### src/design/i2cbc_pkg.sv
package i2cbc_pkg;

    // width of the bus delay counter
    localparam int DELAY_WIDTH = 24;

    // command codes carried in op
    typedef enum logic [2:0] {
        OP_NONE    = 3'd0,
        OP_START   = 3'd1,
        OP_STOP    = 3'd2,
        OP_WRITE   = 3'd3,
        OP_READ    = 3'd4,
        OP_RECOVER = 3'd5
    } op_code_t;

    // configuration register indexes
    typedef enum logic [1:0] {
        REG_STEP_TICKS    = 2'd0,
        REG_ACK_LIMIT     = 2'd1,
        REG_RECOVER_TICKS = 2'd2,
        REG_RECOVER_PULSE = 2'd3
    } cfg_index_t;

    localparam logic [15:0] STEP_TICKS_RST     = 16'd100;
    localparam logic [7:0]  ACK_LIMIT_RST      = 8'd200;
    localparam logic [23:0] RECOVER_TICKS_RST  = 24'd100000;
    localparam logic [3:0]  RECOVER_PULSES_RST = 4'd9;

    typedef struct packed {
        logic [2:0] op;
        logic [7:0] tx_byte;
        logic       send_ack;
        logic       sda_level;
    } in_item_t;

    typedef struct packed {
        logic       scl_out;
        logic       sda_out;
        logic       busy_res;
        logic       done_res;
        logic [7:0] rx_byte;
        logic       ack_fail;
        logic       bus_was_stuck;
    } out_item_t;

endpackage

### src/design/i2c_byte_command_master.sv
// i2c byte command master
//
// s_ channel: one item per bus timer tick. op carries a command (start, stop,
// write byte, read byte, bus recovery) that is taken only while the block is
// idle; otherwise op is ignored and the tick just advances the sequencer.
// sda_level is the sampled SDA line for that tick.
// m_ channel: exactly one result item per input item, giving the open-drain
// line levels, busy and done flags, last read byte and the fail/stuck flags.
// cfg_ channel: register writes (step ticks, ack poll limit, recovery half
// period, recovery pulse count), always ready, one per cycle.
//
// the result is registered: it is available in the cycle after its item is accepted.
// throughput: one item per cycle; the whole tick update is one pass of
// combinational logic between the state registers and the result register.
// a stalled m_ side holds the result; s_ready drops only while that result
// waits and is not being taken in the same cycle.
// reset (aresetn low, synchronous): sequencer idle, both lines released,
// flags and read byte cleared, registers back to their defaults.
module i2c_byte_command_master (
    input  logic                  aclk,
    input  logic                  aresetn,
    input  logic                  s_valid,
    output logic                  s_ready,
    input  i2cbc_pkg::in_item_t   s_data,
    output logic                  m_valid,
    input  logic                  m_ready,
    output i2cbc_pkg::out_item_t  m_data,
    input  logic                  cfg_valid,
    output logic                  cfg_ready,
    input  logic [1:0]            cfg_index,
    input  logic [23:0]           cfg_data
);
    import i2cbc_pkg::*;

    localparam logic [31:0] DELAY_MAX = 32'((64'd1 << DELAY_WIDTH) - 64'd1);

    // sequencer phases, one-hot
    typedef enum logic [24:0] {
        PH_IDLE = 25'd1,
        PH_ST1  = 25'd1 << 1,
        PH_ST2  = 25'd1 << 2,
        PH_ST3  = 25'd1 << 3,
        PH_SP1  = 25'd1 << 4,
        PH_SP2  = 25'd1 << 5,
        PH_SP3  = 25'd1 << 6,
        PH_WR0  = 25'd1 << 7,
        PH_WRD  = 25'd1 << 8,
        PH_WRH  = 25'd1 << 9,
        PH_WRN  = 25'd1 << 10,
        PH_AKR  = 25'd1 << 11,
        PH_AKP  = 25'd1 << 12,
        PH_RD0  = 25'd1 << 13,
        PH_RDH  = 25'd1 << 14,
        PH_RDS  = 25'd1 << 15,
        PH_RDL  = 25'd1 << 16,
        PH_RAS  = 25'd1 << 17,
        PH_RAH  = 25'd1 << 18,
        PH_RAL  = 25'd1 << 19,
        PH_RC0  = 25'd1 << 20,
        PH_RCC  = 25'd1 << 21,
        PH_RCL  = 25'd1 << 22,
        PH_RCH  = 25'd1 << 23,
        PH_FIN  = 25'd1 << 24
    } phase_t;

    // configuration registers
    logic [15:0] step_ticks_reg;
    logic [7:0]  ack_limit_reg;
    logic [23:0] recover_ticks_reg;
    logic [3:0]  recover_pulses_reg;

    // sequencer state
    phase_t                 phase_reg, phase_next, cur_phase;
    logic [2:0]             cmd_reg, cmd_next;
    logic [DELAY_WIDTH-1:0] delay_reg, delay_next;
    logic [3:0]             bit_reg, bit_next;
    logic [7:0]             shift_reg, shift_next;
    logic [7:0]             poll_reg, poll_next;
    logic [3:0]             pulse_reg, pulse_next;
    logic                   scl_reg, scl_next;
    logic                   sda_reg, sda_next;
    logic                   ack_reg, ack_next;
    logic                   fail_reg, fail_next;
    logic                   stuck_reg, stuck_next;
    logic [7:0]             rx_reg, rx_next;
    logic                   done_now;
    logic                   do_act;

    // result register
    out_item_t m_data_reg;
    logic      m_valid_reg;

    logic        s_accept;
    logic [15:0] half_ticks;
    logic [15:0] rest_ticks;
    logic [23:0] step_ticks24;

    // wait length: ticks - 1, saturated to the counter width
    function automatic logic [DELAY_WIDTH-1:0] delay_of(input logic [23:0] ticks);
        logic [23:0] tm1;
        logic [31:0] wide;
        tm1 = (ticks == 24'd0) ? 24'd0 : ticks - 24'd1;
        wide = 32'(tm1);
        if (wide > DELAY_MAX) begin
            wide = DELAY_MAX;
        end
        return DELAY_WIDTH'(wide);
    endfunction

    assign s_ready   = !m_valid_reg || m_ready;
    assign s_accept  = s_valid && s_ready;
    assign m_valid   = m_valid_reg;
    assign m_data    = m_data_reg;
    assign cfg_ready = 1'b1;

    assign half_ticks   = step_ticks_reg >> 1;
    assign rest_ticks   = step_ticks_reg - half_ticks;
    assign step_ticks24 = 24'(step_ticks_reg);

    // one tick of the sequencer
    always_comb begin
        phase_next = phase_reg;
        cmd_next   = cmd_reg;
        delay_next = delay_reg;
        bit_next   = bit_reg;
        shift_next = shift_reg;
        poll_next  = poll_reg;
        pulse_next = pulse_reg;
        scl_next   = scl_reg;
        sda_next   = sda_reg;
        ack_next   = ack_reg;
        fail_next  = fail_reg;
        stuck_next = stuck_reg;
        rx_next    = rx_reg;
        done_now   = 1'b0;
        do_act     = 1'b0;
        cur_phase  = phase_reg;

        if (phase_reg == PH_IDLE) begin
            do_act = 1'b1;
            cmd_next = s_data.op;
            case (s_data.op)
                OP_START:   cur_phase = PH_ST1;
                OP_STOP:    cur_phase = PH_SP1;
                OP_WRITE: begin
                    cur_phase  = PH_WR0;
                    shift_next = s_data.tx_byte;
                    fail_next  = 1'b0;
                end
                OP_READ: begin
                    cur_phase = PH_RD0;
                    ack_next  = s_data.send_ack;
                end
                OP_RECOVER: cur_phase = PH_RC0;
                default: begin
                    // no command, or an unused code
                    do_act   = 1'b0;
                    cmd_next = cmd_reg;
                end
            endcase
        end else if (delay_reg != '0) begin
            delay_next = delay_reg - 1'b1;
        end else begin
            do_act = 1'b1;
        end

        if (do_act) begin
            unique case (cur_phase)
                PH_ST1: begin
                    sda_next = 1'b1; scl_next = 1'b1;
                    delay_next = delay_of(step_ticks24); phase_next = PH_ST2;
                end
                PH_ST2: begin
                    sda_next = 1'b0;
                    delay_next = delay_of(step_ticks24); phase_next = PH_ST3;
                end
                PH_ST3: begin
                    scl_next = 1'b0;
                    delay_next = delay_of(step_ticks24); phase_next = PH_FIN;
                end
                PH_SP1: begin
                    scl_next = 1'b0; sda_next = 1'b0;
                    delay_next = delay_of(step_ticks24); phase_next = PH_SP2;
                end
                PH_SP2: begin
                    scl_next = 1'b1;
                    delay_next = delay_of(step_ticks24); phase_next = PH_SP3;
                end
                PH_SP3: begin
                    sda_next = 1'b1;
                    delay_next = delay_of(step_ticks24); phase_next = PH_FIN;
                end
                PH_WR0: begin
                    scl_next = 1'b0; bit_next = 4'd0;
                    delay_next = delay_of(step_ticks24); phase_next = PH_WRD;
                end
                PH_WRD: begin
                    sda_next = shift_next[7];
                    delay_next = delay_of(step_ticks24); phase_next = PH_WRH;
                end
                PH_WRH: begin
                    scl_next = 1'b1;
                    delay_next = delay_of(step_ticks24); phase_next = PH_WRN;
                end
                PH_WRN: begin
                    scl_next   = 1'b0;
                    shift_next = {shift_reg[6:0], 1'b0};
                    bit_next   = bit_reg + 4'd1;
                    delay_next = delay_of(step_ticks24);
                    phase_next = (bit_next >= 4'd8) ? PH_AKR : PH_WRD;
                end
                PH_AKR: begin
                    sda_next = 1'b1; scl_next = 1'b1; poll_next = 8'd0;
                    delay_next = delay_of(step_ticks24); phase_next = PH_AKP;
                end
                PH_AKP: begin
                    if (!s_data.sda_level) begin
                        scl_next = 1'b0;
                        delay_next = delay_of(step_ticks24); phase_next = PH_FIN;
                    end else if (poll_reg >= ack_limit_reg) begin
                        // timeout: flag it and go straight into the stop sequence
                        fail_next = 1'b1;
                        scl_next = 1'b0; sda_next = 1'b0;
                        delay_next = delay_of(step_ticks24); phase_next = PH_SP2;
                    end else begin
                        poll_next  = poll_reg + 8'd1;
                        delay_next = '0;
                        phase_next = PH_AKP;
                    end
                end
                PH_RD0: begin
                    sda_next = 1'b1; scl_next = 1'b0;
                    bit_next = 4'd0; shift_next = 8'd0;
                    delay_next = delay_of(step_ticks24); phase_next = PH_RDH;
                end
                PH_RDH: begin
                    scl_next = 1'b1;
                    delay_next = delay_of(24'(half_ticks)); phase_next = PH_RDS;
                end
                PH_RDS: begin
                    // sample at mid-high of scl
                    shift_next = {shift_reg[6:0], s_data.sda_level};
                    bit_next   = bit_reg + 4'd1;
                    delay_next = delay_of(24'(rest_ticks));
                    if (bit_next >= 4'd8) begin
                        rx_next    = shift_next;
                        phase_next = PH_RAS;
                    end else begin
                        phase_next = PH_RDL;
                    end
                end
                PH_RDL: begin
                    scl_next = 1'b0;
                    delay_next = delay_of(step_ticks24); phase_next = PH_RDH;
                end
                PH_RAS: begin
                    scl_next = 1'b0; sda_next = !ack_reg;
                    delay_next = delay_of(step_ticks24); phase_next = PH_RAH;
                end
                PH_RAH: begin
                    scl_next = 1'b1;
                    delay_next = delay_of(step_ticks24); phase_next = PH_RAL;
                end
                PH_RAL: begin
                    scl_next = 1'b0;
                    delay_next = delay_of(step_ticks24); phase_next = PH_FIN;
                end
                PH_RC0: begin
                    sda_next = 1'b1; stuck_next = 1'b0;
                    delay_next = delay_of(step_ticks24); phase_next = PH_RCC;
                end
                PH_RCC: begin
                    if (s_data.sda_level) begin
                        done_now = 1'b1; phase_next = PH_IDLE; delay_next = '0;
                        scl_next = 1'b1;
                    end else begin
                        stuck_next = 1'b1; pulse_next = 4'd0;
                        if (recover_pulses_reg == 4'd0) begin
                            done_now = 1'b1; phase_next = PH_IDLE; delay_next = '0;
                            scl_next = 1'b1;
                        end else begin
                            scl_next = 1'b1;
                            delay_next = delay_of(recover_ticks_reg);
                            phase_next = PH_RCL;
                        end
                    end
                end
                PH_RCL: begin
                    scl_next   = 1'b0;
                    pulse_next = pulse_reg + 4'd1;
                    delay_next = delay_of(recover_ticks_reg);
                    phase_next = (pulse_next >= recover_pulses_reg) ? PH_FIN : PH_RCH;
                end
                PH_RCH: begin
                    scl_next = 1'b1;
                    delay_next = delay_of(recover_ticks_reg); phase_next = PH_RCL;
                end
                default: begin
                    // finishing tick; recovery ends with scl released
                    if (cmd_next == OP_RECOVER) begin
                        scl_next = 1'b1;
                    end
                    done_now = 1'b1; phase_next = PH_IDLE; delay_next = '0;
                end
            endcase
        end
    end

    // configuration registers
    always_ff @(posedge aclk) begin
        if (!aresetn) begin
            step_ticks_reg     <= STEP_TICKS_RST;
            ack_limit_reg      <= ACK_LIMIT_RST;
            recover_ticks_reg  <= RECOVER_TICKS_RST;
            recover_pulses_reg <= RECOVER_PULSES_RST;
        end else if (cfg_valid && cfg_ready) begin
            unique case (cfg_index)
                REG_STEP_TICKS:    step_ticks_reg     <= cfg_data[15:0];
                REG_ACK_LIMIT:     ack_limit_reg      <= cfg_data[7:0];
                REG_RECOVER_TICKS: recover_ticks_reg  <= cfg_data;
                REG_RECOVER_PULSE: recover_pulses_reg <= cfg_data[3:0];
                default: ;
            endcase
        end
    end

    // sequencer state advances once per accepted item
    always_ff @(posedge aclk) begin
        if (!aresetn) begin
            phase_reg <= PH_IDLE;
            cmd_reg   <= 3'd0;
            delay_reg <= '0;
            bit_reg   <= 4'd0;
            shift_reg <= 8'd0;
            poll_reg  <= 8'd0;
            pulse_reg <= 4'd0;
            scl_reg   <= 1'b1;
            sda_reg   <= 1'b1;
            ack_reg   <= 1'b0;
            fail_reg  <= 1'b0;
            stuck_reg <= 1'b0;
            rx_reg    <= 8'd0;
        end else if (s_accept) begin
            phase_reg <= phase_next;
            cmd_reg   <= cmd_next;
            delay_reg <= delay_next;
            bit_reg   <= bit_next;
            shift_reg <= shift_next;
            poll_reg  <= poll_next;
            pulse_reg <= pulse_next;
            scl_reg   <= scl_next;
            sda_reg   <= sda_next;
            ack_reg   <= ack_next;
            fail_reg  <= fail_next;
            stuck_reg <= stuck_next;
            rx_reg    <= rx_next;
        end
    end

    // result register: holds while the receiver stalls
    always_ff @(posedge aclk) begin
        if (!aresetn) begin
            m_valid_reg <= 1'b0;
        end else if (s_accept) begin
            m_valid_reg <= 1'b1;
        end else if (m_ready) begin
            m_valid_reg <= 1'b0;
        end
    end

    always_ff @(posedge aclk) begin
        if (s_accept) begin
            m_data_reg.scl_out       <= scl_next;
            m_data_reg.sda_out       <= sda_next;
            m_data_reg.busy_res      <= (phase_next != PH_IDLE);
            m_data_reg.done_res      <= done_now;
            m_data_reg.rx_byte       <= rx_next;
            m_data_reg.ack_fail      <= fail_next;
            m_data_reg.bus_was_stuck <= stuck_next;
        end
    end

`ifndef SYNTHESIS
    // a finishing tick never reports busy
    a_done_not_busy: assert property (@(posedge aclk) disable iff (!aresetn)
        (m_valid && m_data.done_res) |-> !m_data.busy_res)
        else $error("done result reported busy");

    // idle sequencer carries no pending wait
    a_idle_no_delay: assert property (@(posedge aclk) disable iff (!aresetn)
        (phase_reg == PH_IDLE) |-> (delay_reg == '0))
        else $error("idle with delay pending");

    // ack polling only after all eight bits went out
    a_ack_after_byte: assert property (@(posedge aclk) disable iff (!aresetn)
        (phase_reg == PH_AKP) |-> (bit_reg == 4'd8))
        else $error("ack poll before byte complete");

    // every accepted item yields a result in the next cycle
    a_result_follows: assert property (@(posedge aclk) disable iff (!aresetn)
        s_accept |=> m_valid)
        else $error("accepted item produced no result");
`endif

endmodule

### config.mk
export PLATFORM = sky130hd
export DESIGN_NAME = i2c_byte_command_master
export DESIGN_NICKNAME = d
export VERILOG_FILES = /design/src/design/i2cbc_pkg.sv /design/src/design/i2c_byte_command_master.sv
export SDC_FILE = /design/constraint.sdc
export NUM_CORES = 1
export LEC_CHECK = 0
export BUFFER_PORTS_ARGS = -buffer_cell sky130_fd_sc_hd__buf_2
export CORE_MARGIN = 3
export CORE_UTILIZATION = 57
export CTS_BUF_LIST = sky130_fd_sc_hd__clkbuf_8
export DETAILED_ROUTE_END_ITERATION = 10
export GPL_TIMING_DRIVEN = 0
export PLACE_DENSITY = 0.82
export SYNTH_ARGS = -nofsm -noshare
export SYNTH_HDL_FRONTEND = slang
export SYNTH_SLANG_ARGS = --single-unit
### constraint.sdc
create_clock -name aclk -period 4.4 [get_ports aclk]
set_clock_uncertainty 0.05 [all_clocks]
set_input_delay 0.22 -clock aclk [delete_from_list [all_inputs] [get_ports aclk]]
set_output_delay 0.22 -clock aclk [all_outputs]
set_load 0.02 [all_outputs]
==> impl_metrics.prom, run 1 <==
# TYPE chip_impl_metric gauge
chip_impl_info{name="clockRootBuffer",value="sky130_fd_sc_hd__clkbuf_8"} 1
chip_impl_info{name="cts_tree",value="yes"} 1
chip_impl_metric{name="synth_fp_nets",unit=""} 1582
chip_impl_metric{name="async_reset_ff_share",unit="%"} 0
chip_impl_metric{name="clk_pin_slew",unit="ns"} 0.09
chip_impl_metric{name="insertedDiodeCount",unit=""} 0
chip_impl_metric{name="ratio_of_routed_vias_to_standard_cells",unit=""} 6.418
chip_impl_metric{name="cts-root-to-sink-buffers",unit=""} 2
chip_impl_info{name="min-delay-path-class",value="input pin to flop"} 1
chip_impl_metric{name="finalHoldViolations",unit=""} 0
chip_impl_metric{name="placed_cell_area",unit="um2"} 11900
chip_impl_metric{name="p_leak",unit="nW"} 4.730
chip_impl_metric{name="fp.dieArea",unit="um2"} 21520
chip_impl_metric{name="die_h",unit="um"} 146.7
chip_impl_metric{name="antenna_violations_before_repair",unit=""} 0
chip_impl_metric{name="ys.warnings.count",unit=""} 0
chip_impl_metric{name="route.final.wire_length",unit="mm"} 37.79
chip_impl_metric{name="number_of_sinks_driven_by_the_clock_tree",unit=""} 156
chip_impl_metric{name="pwr_density_cell",unit="nW/um2"} 500.1
chip_impl_metric{name="syn-instance-count",unit=""} 1486
chip_impl_metric{name="syn2layout_area_growth",unit="%"} 11.58
chip_impl_metric{name="grt_overflow_total",unit=""} 0
chip_impl_metric{name="initial_utilization",unit="%"} 59.13
chip_impl_metric{name="drc_violations",unit=""} 0
chip_impl_metric{name="max_slew_margin",unit="%"} 10.36
chip_impl_metric{name="grtUsageTotal",unit="%"} 33.96
chip_impl_metric{name="multiInputGateArea",unit="um2"} 7531
chip_impl_metric{name="crit_required",unit="ns"} 4.72
chip_impl_metric{name="grt_pass1_vias",unit=""} 11215
chip_impl_metric{name="detailedRoute.firstPassIterationCount",unit=""} 5
chip_impl_metric{name="synth_sequential_area_ratio",unit="%"} 28.92
chip_impl_metric{name="finalCriticalPeriod",unit="ns"} 4.239
chip_impl_metric{name="clock.fmax",unit="MHz"} 235.9
chip_impl_metric{name="drt_iter0_markers",unit=""} 1103
chip_impl_metric{name="r2r_slack",unit="ns"} 0.16
chip_impl_metric{name="slew_viol_final",unit=""} 0
chip_impl_metric{name="final_critical_path_setup_slack",unit="ns"} 0.1607
chip_impl_info{name="rsz_0062_raised_after_global_routing",value="false"} 1
chip_impl_metric{name="place.port_buffers",unit=""} 59
chip_impl_metric{name="total_power",unit="mW"} 6.296
chip_impl_metric{name="synth-edff-count",unit=""} 14
chip_impl_metric{name="postSynthRegisterBits",unit=""} 156
chip_impl_metric{name="ios",unit=""} 61
chip_impl_metric{name="finalSetupViolations",unit=""} 0
chip_impl_info{name="status",value="finished clean"} 1
chip_impl_metric{name="clock_insertion_delay_at_the_later_pin_of_the_skew_report",unit="ns"} 0.48
chip_impl_metric{name="yosysUniqueCellTypes",unit=""} 98
chip_impl_metric{name="dr_total_vias",unit=""} 11951
chip_impl_metric{name="largest_register_ffs",unit=""} 25
chip_impl_metric{name="placement.setup.worst_slack",unit="ns"} -0.1573
chip_impl_metric{name="finalWeightedCongestion",unit=""} 1.035
chip_impl_metric{name="critical_path.max_fanout",unit=""} 10
chip_impl_info{name="critical_path.startpoint_type",value="flop"} 1
chip_impl_info{name="worstSetupPathType",value="flop to flop"} 1
chip_impl_metric{name="regArea",unit="um2"} 3264
chip_impl_metric{name="fillCellCount",unit=""} 1693
chip_impl_metric{name="timing.max_cap.violations",unit=""} 0
chip_impl_metric{name="standard_cell_core_area",unit="um2"} 19080
chip_impl_info{name="synthFlopType",value="sky130_fd_sc_hd__dfxtp_1"} 1
chip_impl_metric{name="dieWidth",unit="um"} 146.7
chip_impl_metric{name="post_synth_instance_area",unit="um2"} 11280
chip_impl_metric{name="final_layout_size_suffix_gt1_share",unit="%"} 10.42
chip_impl_metric{name="cts-buffers-inserted",unit=""} 17
chip_impl_metric{name="final_antenna_net_count",unit=""} 0
chip_impl_metric{name="grt_pass1_wl",unit="mm"} 59.02
chip_impl_metric{name="transition_time_at_the_pin_with_the_least_slew_margin",unit="ns"} 1.342
chip_impl_metric{name="placement_rows",unit=""} 50
chip_impl_info{name="endpoint_kind",value="flop"} 1
chip_impl_metric{name="fin_nets",unit=""} 1685
chip_impl_metric{name="grt_start_max_net_pins",unit=""} 24
chip_impl_metric{name="dp.final_hpwl",unit="mm"} 28.61
chip_impl_metric{name="fin_crit_sh",unit="%"} 96.35
chip_impl_metric{name="post_synth.cell_area_avg",unit="um2"} 7.592
chip_impl_metric{name="final_area",unit="um2"} 12590
chip_impl_metric{name="htree_num_levels",unit=""} 4
chip_impl_metric{name="power.ir.vdd_worst",unit="mV"} 0.3146
chip_impl_metric{name="worst-endpoint-arrival",unit="ns"} 4.56
chip_impl_metric{name="routed_wire_length_per_instance",unit="um"} 20.29
-- worst max-delay path, cell delays in order (launching register included) --
cell                       delay [ns]
sky130_fd_sc_hd__dfxtp_1         0.39
sky130_fd_sc_hd__nor4_1          0.53
sky130_fd_sc_hd__nand4b_1        0.40
sky130_fd_sc_hd__nor3_1          0.63
sky130_fd_sc_hd__a31oi_2         0.46
sky130_fd_sc_hd__nor2_1          0.81
sky130_fd_sc_hd__o21ai_0         0.51
sky130_fd_sc_hd__a211oi_1        0.36
-- power breakdown --
part	total, mW	switching (mW)	internal (mW)
combinational	3.42	2.28	1.15
sequential	1.77	0.168	1.60
clock	1.10	0.676	0.424
total	6.30	3.12	3.18
-- kinds of logic after synthesis --
family	count (synthesis)	synth area share (%)
compound gates	363	20.67
xor+xnor	83	6.443
fa+ha+maj	52	5.833
buf+inv	126	4.691
flops	156	28.92
mux	21	1.952
other cells	1	0.03324
simple gates	684	31.45
-- cells in the final DEF, fill, tap and decap left out, drive strengths merged, types with 8 or more instances in the layout --
master,n
clkbuf,65
inv,67
nand2b,24
nand2,194
o21a,8
buf,78
mux2,8
nand4,28
and3,20
a211oi,18
a31oi,10
a21o,9
nand3,59
xnor2,55
nor3,59
nor2,158
dfxtp,142
ha,51
o221ai,10
o211ai,10
nor2b,17
or3,13
or2,12
a21oi,129
a22oi,9
a311oi,10
or4,13
mux2i,13
xor2,28
a221oi,10
o21ai,82
dlygate4sd3,27
edfxtp,14
nor4,38
-- timing repair --
item / CTS / global route
hold buffers: 27 / 0
gates cloned: 0 / 0
resized for setup: 2 / 6
buffers inserted: 0 / 0
endpoints found under the hold margin: 42 / 0
setup endpoints to repair: 3 / 8
-- worst paths after layout --
path                start            end  cells past startpoint
min reg2reg       sda_reg        sda_reg                      1
max reg2reg  delay_reg[7]  delay_reg[13]                      7
min             s_data[4]   shift_reg[2]                      4
max          delay_reg[7]  delay_reg[13]                      7
-- per-layer routing --
layer | GRT usage, % | up-vias | share of wire, %
li1 | - | 5607 | -
met1 | 42.21 | 5561 | 40
met2 | 57.36 | 634 | 47
met3 | 6.207 | 149 | 8.6
met4 | 15.19 | 0 | 4.9
met5 | 0 | - | 0
-- per-stage QoR --
step / setup TNS (ns) / utilization [%] / hold WS [ns] / instances
finish: 0 / 65.97 / 0.06503 / 1862
detailed placement: -0.2526 / 62.38 / 0.3890 / 1805
global placement: -0.1100 / 62.38 / 0.3848 / 1805
global route: 0 / 65.97 / 0.07993 / 1862
CTS: 0 / 65.85 / 0.04992 / 1864
floorplan: 0 / - / 0.2940 / 1486
-- synth_stat cells, types with 7 or more instances --
cell                         n  area share (%)
sky130_fd_sc_hd__nor2b_1    17            0.94
sky130_fd_sc_hd__or2_2       9            0.50
sky130_fd_sc_hd__a21oi_1   129             5.7
sky130_fd_sc_hd__xor2_1     28             2.2
sky130_fd_sc_hd__nor2_1    157             5.2
sky130_fd_sc_hd__o21a_1      8            0.53
sky130_fd_sc_hd__o21ai_0    70             3.1
sky130_fd_sc_hd__nor3_1     56             2.5
sky130_fd_sc_hd__o211ai_1   10            0.67
sky130_fd_sc_hd__or4_1      12            0.80
sky130_fd_sc_hd__o21ai_1    11            0.49
sky130_fd_sc_hd__nand2_1   192             6.4
sky130_fd_sc_hd__a211oi_1   18             1.2
sky130_fd_sc_hd__clkbuf_1   49             1.6
sky130_fd_sc_hd__a31oi_1     9            0.50
sky130_fd_sc_hd__a311oi_1   10            0.78
sky130_fd_sc_hd__a22oi_1     9            0.60
sky130_fd_sc_hd__xnor2_1    55             4.3
sky130_fd_sc_hd__a221oi_1    9            0.70
sky130_fd_sc_hd__nand4_1    24             1.3
sky130_fd_sc_hd__o221ai_1   10            0.78
sky130_fd_sc_hd__nand2b_1   24             1.3
sky130_fd_sc_hd__mux2_2      8            0.80
sky130_fd_sc_hd__or3_1      13            0.72
sky130_fd_sc_hd__mux2i_1    13             1.2
sky130_fd_sc_hd__nand4b_1    7            0.54
sky130_fd_sc_hd__dfxtp_1   142              25
sky130_fd_sc_hd__inv_1      57             1.9
sky130_fd_sc_hd__and3_1     19             1.1
sky130_fd_sc_hd__nor4_1     30             1.7
sky130_fd_sc_hd__a21o_1      9            0.60
sky130_fd_sc_hd__ha_1       51             5.7
sky130_fd_sc_hd__buf_2       8            0.35
sky130_fd_sc_hd__nand3_1    58             2.6
sky130_fd_sc_hd__edfxtp_1   14             3.7
-- layout make-up --
| class | instances | area share (%) |
|---|---|---|
| sequential | 156 | 25.93 |
| buffer | 67 | 2.445 |
| tap | 260 | 2.584 |
| clock inverter | 15 | 1.163 |
| multi-input combinational | 1204 | 59.83 |
| inverter | 57 | 1.700 |
| timing repair buffer | 86 | 4.493 |
| clock buffer | 17 | 1.859 |
Note: power is estimated with default switching activity, not from simulation.
==> run 2, diff against run 1 <==
--- a/config.mk
+++ b/config.mk
@@ -7,11 +7,12 @@
 export LEC_CHECK = 0
 export BUFFER_PORTS_ARGS = -buffer_cell sky130_fd_sc_hd__buf_2
 export CORE_MARGIN = 3
-export CORE_UTILIZATION = 57
+export CORE_UTILIZATION = 55
 export CTS_BUF_LIST = sky130_fd_sc_hd__clkbuf_8
 export DETAILED_ROUTE_END_ITERATION = 10
 export GPL_TIMING_DRIVEN = 0
-export PLACE_DENSITY = 0.82
+export PLACE_DENSITY = 0.8
 export SYNTH_ARGS = -nofsm -noshare
 export SYNTH_HDL_FRONTEND = slang
 export SYNTH_SLANG_ARGS = --single-unit
+export TNS_END_PERCENT = 100
==> run 2 against run 1 <==
  * Cell area barely moved
  * Utilization shrank 2.3 points
  * Global-route usage fell by 0.13 points
  * First-iteration DRC count increased by 20%
  * Total power is 0.38% higher
  * Die area grew 3.5%
  * Worst setup slack better by 0.020 ns
  * Wire length grew 1.2%
  * Hold slack worse by 0.064 ns
  * Sequential power about the same
  * Maximum frequency grew 0.48%
  * Largest cell class unchanged
  * Largest power group unchanged
  * Highest routed layer unchanged
==> impl_metrics.prom, run 2 (same netlist as run 1, synthesis figures left out) <==
# TYPE chip_impl_metric gauge
chip_impl_metric{name="placement_rows",unit=""} 51
chip_impl_info{name="status",value="finished clean"} 1
chip_impl_metric{name="die_h",unit="um"} 149.2
chip_impl_info{name="most-common-layout-cells",value="sky130_fd_sc_hd__nand2_1, sky130_fd_sc_hd__nor2_1, sky130_fd_sc_hd__dfxtp_1"} 1
chip_impl_info{name="most_common_library_cell_in_the_layout_ignoring_fill_and_taps",value="sky130_fd_sc_hd__nand2_1"} 1
chip_impl_metric{name="place.port_buffers",unit=""} 59
chip_impl_metric{name="placed_cell_area",unit="um2"} 11910
chip_impl_metric{name="final_area",unit="um2"} 12590
chip_impl_metric{name="final_critical_path_setup_slack",unit="ns"} 0.1810
chip_impl_metric{name="max_slew_margin",unit="%"} 8.075
chip_impl_metric{name="clk_pin_slew",unit="ns"} 0.10
chip_impl_info{name="critical_path.startpoint_type",value="flop"} 1
chip_impl_metric{name="final_layout_size_suffix_gt1_share",unit="%"} 10.37
chip_impl_metric{name="timing.max_cap.violations",unit=""} 0
chip_impl_metric{name="fp.dieArea",unit="um2"} 22270
chip_impl_metric{name="finalSetupViolations",unit=""} 0
chip_impl_metric{name="placement.setup.worst_slack",unit="ns"} -0.1044
chip_impl_metric{name="grt_pass1_vias",unit=""} 11103
chip_impl_metric{name="transition_time_at_the_pin_with_the_least_slew_margin",unit="ns"} 1.379
chip_impl_metric{name="power.ir.vdd_worst",unit="mV"} 0.3589
chip_impl_metric{name="slew_viol_final",unit=""} 0
chip_impl_metric{name="syn2layout_area_growth",unit="%"} 11.59
chip_impl_metric{name="worst_hold_path.num_cells",unit=""} 3
chip_impl_metric{name="finalHoldViolations",unit=""} 0
chip_impl_metric{name="ratio_of_routed_vias_to_standard_cells",unit=""} 6.389
chip_impl_metric{name="drt_iter0_markers",unit=""} 1328
chip_impl_info{name="clockRootBuffer",value="sky130_fd_sc_hd__clkbuf_8"} 1
chip_impl_metric{name="cts-root-to-sink-buffers",unit=""} 2
chip_impl_metric{name="routed_wire_length_per_instance",unit="um"} 20.50
chip_impl_metric{name="finalCriticalPeriod",unit="ns"} 4.219
chip_impl_metric{name="total_power",unit="mW"} 6.320
chip_impl_metric{name="grt_overflow_total",unit=""} 0
chip_impl_metric{name="crit_required",unit="ns"} 4.74
chip_impl_metric{name="pwr_density_cell",unit="nW/um2"} 502.0
chip_impl_metric{name="cts_setup_buffers",unit=""} 0
chip_impl_metric{name="final_antenna_net_count",unit=""} 0
chip_impl_metric{name="detailedRoute.firstPassIterationCount",unit=""} 6
chip_impl_metric{name="route.final.wire_length",unit="mm"} 38.24
chip_impl_metric{name="antenna_violations_before_repair",unit=""} 0
chip_impl_metric{name="number_of_sinks_driven_by_the_clock_tree",unit=""} 156
chip_impl_metric{name="drc_violations",unit=""} 0
chip_impl_info{name="cts_tree",value="yes"} 1
chip_impl_metric{name="grt_start_max_net_pins",unit=""} 24
chip_impl_metric{name="cts-buffers-inserted",unit=""} 17
chip_impl_metric{name="dp.final_hpwl",unit="mm"} 28.77
chip_impl_info{name="rsz_0062_raised_after_global_routing",value="false"} 1
chip_impl_info{name="min-delay-path-class",value="input pin to flop"} 1
chip_impl_metric{name="fin_nets",unit=""} 1684
chip_impl_metric{name="ios",unit=""} 61
chip_impl_metric{name="tns",unit="ns"} 0
chip_impl_metric{name="clock_insertion_delay_at_the_later_pin_of_the_skew_report",unit="ns"} 0.49
chip_impl_metric{name="clock.fmax",unit="MHz"} 237.0
chip_impl_metric{name="grt_pass1_wl",unit="mm"} 59.65
chip_impl_metric{name="r2r.worst_path.cells",unit=""} 7
chip_impl_metric{name="finalWeightedCongestion",unit=""} 0.9745
chip_impl_metric{name="standard_cell_core_area",unit="um2"} 19780
chip_impl_info{name="worstSetupPathType",value="flop to flop"} 1
chip_impl_metric{name="fin_crit_sh",unit="%"} 95.89
chip_impl_metric{name="worst-endpoint-arrival",unit="ns"} 4.56
chip_impl_metric{name="p_leak",unit="nW"} 4.730
chip_impl_metric{name="critical_path.max_fanout",unit=""} 10
chip_impl_metric{name="grtUsageTotal",unit="%"} 33.84
chip_impl_metric{name="largest_register_ffs",unit=""} 25
chip_impl_metric{name="dr_total_vias",unit=""} 11921
chip_impl_info{name="endpoint_kind",value="flop"} 1
chip_impl_metric{name="htree_num_levels",unit=""} 4
chip_impl_metric{name="insertedDiodeCount",unit=""} 0
chip_impl_metric{name="dieWidth",unit="um"} 149.2
chip_impl_metric{name="initial_utilization",unit="%"} 57.03
run 2: per-stage QoR:
stage          util, %  hold WS [ns]  instances
6_report         63.64      0.001316       1866
5_1_grt          63.64       0.01030       1866
2_1_floorplan        -        0.2940       1486
4_1_cts          63.52      0.006556       1867
3_3_place_gp     60.20        0.3857       1810
3_5_place_dp     60.20        0.3907       1810
run 2: routing by layer:
metal	global-route usage (%)	vias up	routed length (um)
met5	0	-	0
met4	15.51	0	2001
met3	6.229	144	2884
met2	56.71	594	17810
met1	42.32	5576	15550
li1	-	5607	-
run 2: timing repair:
| item | in CTS | in global routing |
|---|---|---|
| hold endpoints to repair | 44 | 0 |
| setup endpoints to repair | 6 | 13 |
| resized for setup | 1 | 6 |
| hold buffers | 25 | 0 |
| pin swaps | 0 | 1 |
run 2: area by class of cell:
cell class	instances	area [um2]
multi-input combinational	1204	7520
sequential	156	3266
tap	265	331.6
clock inverter	15	167.7
clock buffer	17	234.0
timing repair buffer	84	545.5
buffer	68	311.5
inverter	57	214.0
fill	1773	7192
run 2: where the power goes:
part / internal (mW) / switching, mW
Sequential: 1.60 / 0.171
Clock: 0.478 / 0.658
Combinational: 1.15 / 2.26
Total: 3.23 / 3.09
run 2: final timing paths:
path | from | end | slack [ns]
min | m_ready | m_valid | 0.001
max reg2reg | delay_reg[7] | delay_reg[10] | 0.18
max | delay_reg[7] | delay_reg[10] | 0.18
min reg2reg | fail_reg | fail_reg | 0.43
run 2: critical path, cell delays in order (launching register included):
cell                       delay (ns)
sky130_fd_sc_hd__dfxtp_1         0.39
sky130_fd_sc_hd__nor4_1          0.49
sky130_fd_sc_hd__nand4b_1        0.36
sky130_fd_sc_hd__nor3_1          0.58
sky130_fd_sc_hd__a31oi_2         0.45
sky130_fd_sc_hd__nor2_1          0.87
sky130_fd_sc_hd__o21ai_0         0.56
sky130_fd_sc_hd__o31ai_1         0.36
==> run 3, diff against run 2 <==
--- a/config.mk
+++ b/config.mk
@@ -7,11 +7,11 @@
 export LEC_CHECK = 0
 export BUFFER_PORTS_ARGS = -buffer_cell sky130_fd_sc_hd__buf_2
 export CORE_MARGIN = 3
-export CORE_UTILIZATION = 55
+export CORE_UTILIZATION = 40
 export CTS_BUF_LIST = sky130_fd_sc_hd__clkbuf_8
 export DETAILED_ROUTE_END_ITERATION = 10
-export GPL_TIMING_DRIVEN = 0
-export PLACE_DENSITY = 0.8
+export MAX_ROUTING_LAYER = met4
+export PLACE_DENSITY = 0.63
 export SYNTH_ARGS = -nofsm -noshare
 export SYNTH_HDL_FRONTEND = slang
 export SYNTH_SLANG_ARGS = --single-unit
==> run 3 against run 2 <==
  * Maximum frequency grew 3.5%
  * Clock power up 9.6%
  * Total power rose by 1.8%
  * Worst setup slack improved by 0.14 ns
  * Combinational power about the same
  * Die area increased by 36%
  * Critical path type unchanged
  * Largest cell class unchanged
  * Highest routed layer unchanged
==> impl_metrics.prom, run 3 (same netlist as run 1, synthesis figures left out) <==
# TYPE chip_impl_metric gauge
chip_impl_metric{name="total_power",unit="mW"} 6.431
chip_impl_info{name="timing.rr.end",value="delay_reg[3]"} 1
chip_impl_metric{name="m1WireLength",unit="mm"} 16.97
chip_impl_info{name="crit_start",value="step_ticks_reg[1]"} 1
chip_impl_metric{name="cts-root-to-sink-buffers",unit=""} 2
chip_impl_metric{name="largest_register_ffs",unit=""} 25
chip_impl_metric{name="finalCriticalPeriod",unit="ns"} 4.077
chip_impl_metric{name="internal_power",unit="mW"} 3.362
chip_impl_metric{name="ratio_of_routed_vias_to_standard_cells",unit=""} 5.896
chip_impl_metric{name="r2r.worst_path.cells",unit=""} 13
chip_impl_metric{name="max_slew_margin",unit="%"} 51.29
chip_impl_info{name="maxUsedRoutingLayer",value="met4"} 1
chip_impl_metric{name="clk_pin_slew",unit="ns"} 0.10
chip_impl_metric{name="dp.cells",unit=""} 1882
chip_impl_info{name="crit_end",value="delay_reg[3]"} 1
chip_impl_metric{name="comb_power_share",unit="%"} 52.9
chip_impl_info{name="endpoint_kind",value="flop"} 1
chip_impl_info{name="most-common-layout-cells",value="sky130_fd_sc_hd__nand2_1, sky130_fd_sc_hd__nor2_1, sky130_fd_sc_hd__dfxtp_1"} 1
chip_impl_info{name="cts_tree",value="yes"} 1
chip_impl_metric{name="insertedDiodeCount",unit=""} 0
chip_impl_metric{name="routed_wire_length_per_instance",unit="um"} 19.70
chip_impl_metric{name="clock_insertion_delay_at_the_later_pin_of_the_skew_report",unit="ns"} 0.49
chip_impl_metric{name="crit_required",unit="ns"} 4.69
chip_impl_info{name="status",value="finished clean"} 1
chip_impl_metric{name="fillCellCount",unit=""} 2829
chip_impl_metric{name="cts-buffers-inserted",unit=""} 17
chip_impl_metric{name="pwr_density_cell",unit="nW/um2"} 506.4
chip_impl_metric{name="antenna_violations_before_repair",unit=""} 0
chip_impl_metric{name="placement_rows",unit=""} 60
chip_impl_metric{name="final_area",unit="um2"} 12700
chip_impl_metric{name="ios",unit=""} 61
chip_impl_metric{name="route.final.wire_length",unit="mm"} 38.24
chip_impl_metric{name="transition_time_at_the_pin_with_the_least_slew_margin",unit="ns"} 0.7284
chip_impl_info{name="worstSetupPathType",value="flop to flop"} 1
chip_impl_metric{name="number_of_sinks_driven_by_the_clock_tree",unit=""} 156
chip_impl_metric{name="clock.fmax",unit="MHz"} 245.3
chip_impl_info{name="rr_startpoint",value="step_ticks_reg[1]"} 1
chip_impl_metric{name="dr_wl_met2",unit="mm"} 18.36
chip_impl_metric{name="dp.final_hpwl",unit="mm"} 29.12
chip_impl_metric{name="clock_power_share",unit="%"} 19.4
chip_impl_metric{name="syn2layout_area_growth",unit="%"} 12.55
chip_impl_metric{name="placed_cell_area",unit="um2"} 11990
chip_impl_info{name="most_common_library_cell_in_the_layout_ignoring_fill_and_taps",value="sky130_fd_sc_hd__nand2_1"} 1
chip_impl_metric{name="detailedRoute.firstPassIterationCount",unit=""} 5
chip_impl_metric{name="die_h",unit="um"} 173.9
chip_impl_metric{name="drt_iter0_markers",unit=""} 1132
chip_impl_info{name="rsz_0062_raised_after_global_routing",value="false"} 1
chip_impl_metric{name="grt_start_max_net_pins",unit=""} 56
chip_impl_metric{name="final_layout_size_suffix_gt1_share",unit="%"} 11.34
chip_impl_metric{name="fin_nets",unit=""} 1652
chip_impl_metric{name="seq_power_share",unit="%"} 27.7
chip_impl_metric{name="final_antenna_net_count",unit=""} 0
chip_impl_metric{name="cts_setup_buffers",unit=""} 0
chip_impl_metric{name="standard_cell_core_area",unit="um2"} 27330
chip_impl_metric{name="worst-endpoint-arrival",unit="ns"} 4.37
chip_impl_metric{name="tns",unit="ns"} 0
chip_impl_metric{name="place.port_buffers",unit=""} 59
chip_impl_metric{name="fin_crit_sh",unit="%"} 92.65
chip_impl_info{name="clockRootBuffer",value="sky130_fd_sc_hd__clkbuf_8"} 1
chip_impl_metric{name="dr_total_vias",unit=""} 11445
chip_impl_metric{name="slew_viol_final",unit=""} 0
chip_impl_info{name="critical_path.startpoint_type",value="flop"} 1
chip_impl_metric{name="p_leak",unit="nW"} 4.787
chip_impl_metric{name="r2r_slack",unit="ns"} 0.32
chip_impl_info{name="min-delay-path-class",value="input pin to flop"} 1
chip_impl_metric{name="drc_violations",unit=""} 0
chip_impl_metric{name="finish.utilization",unit="%"} 46.47
chip_impl_metric{name="finalWeightedCongestion",unit=""} 0.9920
chip_impl_metric{name="finalSetupViolations",unit=""} 0
chip_impl_metric{name="power.ir.vdd_worst",unit="mV"} 0.4363
chip_impl_metric{name="grt_overflow_total",unit=""} 0
chip_impl_metric{name="fp.dieArea",unit="um2"} 30260
chip_impl_metric{name="finalHoldViolations",unit=""} 0
chip_impl_metric{name="grt_pass1_vias",unit=""} 11004
chip_impl_metric{name="instances_no_fill",unit=""} 1941
chip_impl_metric{name="critical_path.max_fanout",unit=""} 7
chip_impl_metric{name="grt_pass1_wl",unit="mm"} 60.65
chip_impl_metric{name="sw_ratio",unit="%"} 47.72
chip_impl_metric{name="htree_num_levels",unit=""} 4
chip_impl_metric{name="timing.max_cap.violations",unit=""} 0
chip_impl_metric{name="ctsResizeCount",unit=""} 0
chip_impl_metric{name="grtUsageTotal",unit="%"} 25.52
chip_impl_metric{name="total_switching_power",unit="mW"} 3.069
chip_impl_metric{name="initial_utilization",unit="%"} 41.29
chip_impl_metric{name="dieWidth",unit="um"} 173.9
chip_impl_metric{name="route.met3.wl",unit="mm"} 2.085
-- run 3: cell count changes in the layout (fill, tap and decap cells not counted), moves of 2 or more --
cell / previous run / this run
sky130_fd_sc_hd__buf_4: 6 / 34
sky130_fd_sc_hd__dlygate4sd3_1: 25 / 27
sky130_fd_sc_hd__bufinv_16: 1 / 3
sky130_fd_sc_hd__clkbuf_1: 48 / 0
sky130_fd_sc_hd__dfxtp_2: 2 / 0
sky130_fd_sc_hd__buf_1: 2 / 0
sky130_fd_sc_hd__buf_2: 67 / 59
sky130_fd_sc_hd__buf_6: 3 / 0
sky130_fd_sc_hd__inv_6: 6 / 4
sky130_fd_sc_hd__dfxtp_1: 140 / 142
-- run 3: area by class of cell --
| type | count | area [um2] | share of cell area, % |
|---|---|---|---|
| multi-input combinational | 1204 | 7498 | 59.05 |
| sequential | 156 | 3263 | 25.70 |
| timing repair buffer | 120 | 820.8 | 6.464 |
| tap | 372 | 465.4 | 3.665 |
| clock buffer | 17 | 234.0 | 1.843 |
| inverter | 57 | 215.2 | 1.695 |
| clock inverter | 15 | 201.4 | 1.586 |
-- run 3: power groups by stage --
stage / clock network [mW] / logic, mW / registers, mW
detailed placement: 0 / 3.31 / 1.81
finish: 1.25 / 3.40 / 1.78
CTS: 1.26 / 3.35 / 1.78
global placement: 0 / 3.32 / 1.80
floorplan: 0 / 2.37 / 1.78
global route: 1.31 / 3.69 / 1.81
-- run 3: worst max-delay path, stage by stage (launching register included) --
cell and delay, ns:
sky130_fd_sc_hd__dfxtp_1 0.52, sky130_fd_sc_hd__ha_1 0.24, sky130_fd_sc_hd__inv_1 0.06, sky130_fd_sc_hd__fa_1 0.38
sky130_fd_sc_hd__nor2b_1 0.17, sky130_fd_sc_hd__o211a_1 0.27, sky130_fd_sc_hd__o31ai_1 0.41, sky130_fd_sc_hd__a21oi_1 0.13
sky130_fd_sc_hd__a311oi_1 0.36, sky130_fd_sc_hd__nand4_1 0.28, sky130_fd_sc_hd__o31ai_1 0.60, sky130_fd_sc_hd__o21ai_0 0.19
sky130_fd_sc_hd__a21oi_1 0.19, sky130_fd_sc_hd__o41ai_2 0.08
-- run 3: worst min path at each step --
stage | startpoint | to | slack (ns) | cells after the start
floorplan | cfg_data[10] | recover_ticks_reg[10] | 0.29 | 2
global placement | sda_reg | sda_reg | 0.39 | 1
detailed placement | sda_reg | sda_reg | 0.40 | 1
CTS | s_data[10] | cmd_reg[0] | 0.006 | 3
global route | s_data[10] | cmd_reg[0] | 0.02 | 3
finish | s_data[10] | cmd_reg[0] | 0.03 | 3
-- run 3: routing by layer --
layer / GRT usage, % / up-vias
met5: - / -
met4: 7.071 / 0
met3: 3.451 / 64
met2: 42.78 / 383
met1: 32.29 / 5476
li1: - / 5522
-- run 3: metrics by stage --
| step | setup slack (ns) | hold WS [ns] |
|---|---|---|
| floorplan | 0.9422 | 0.2940 |
| global placement | 0.5504 | 0.3891 |
| detailed placement | 0.4235 | 0.3971 |
| CTS | 0.3892 | 0.006422 |
| global route | 0.06998 | 0.01581 |
| finish | 0.3234 | 0.02614 |
-- run 3: repair_timing --
action	4_1_cts	5_1_grt
hold buffers	27	0
endpoints found under the hold margin	41	0
endpoints found under the setup margin	0	0
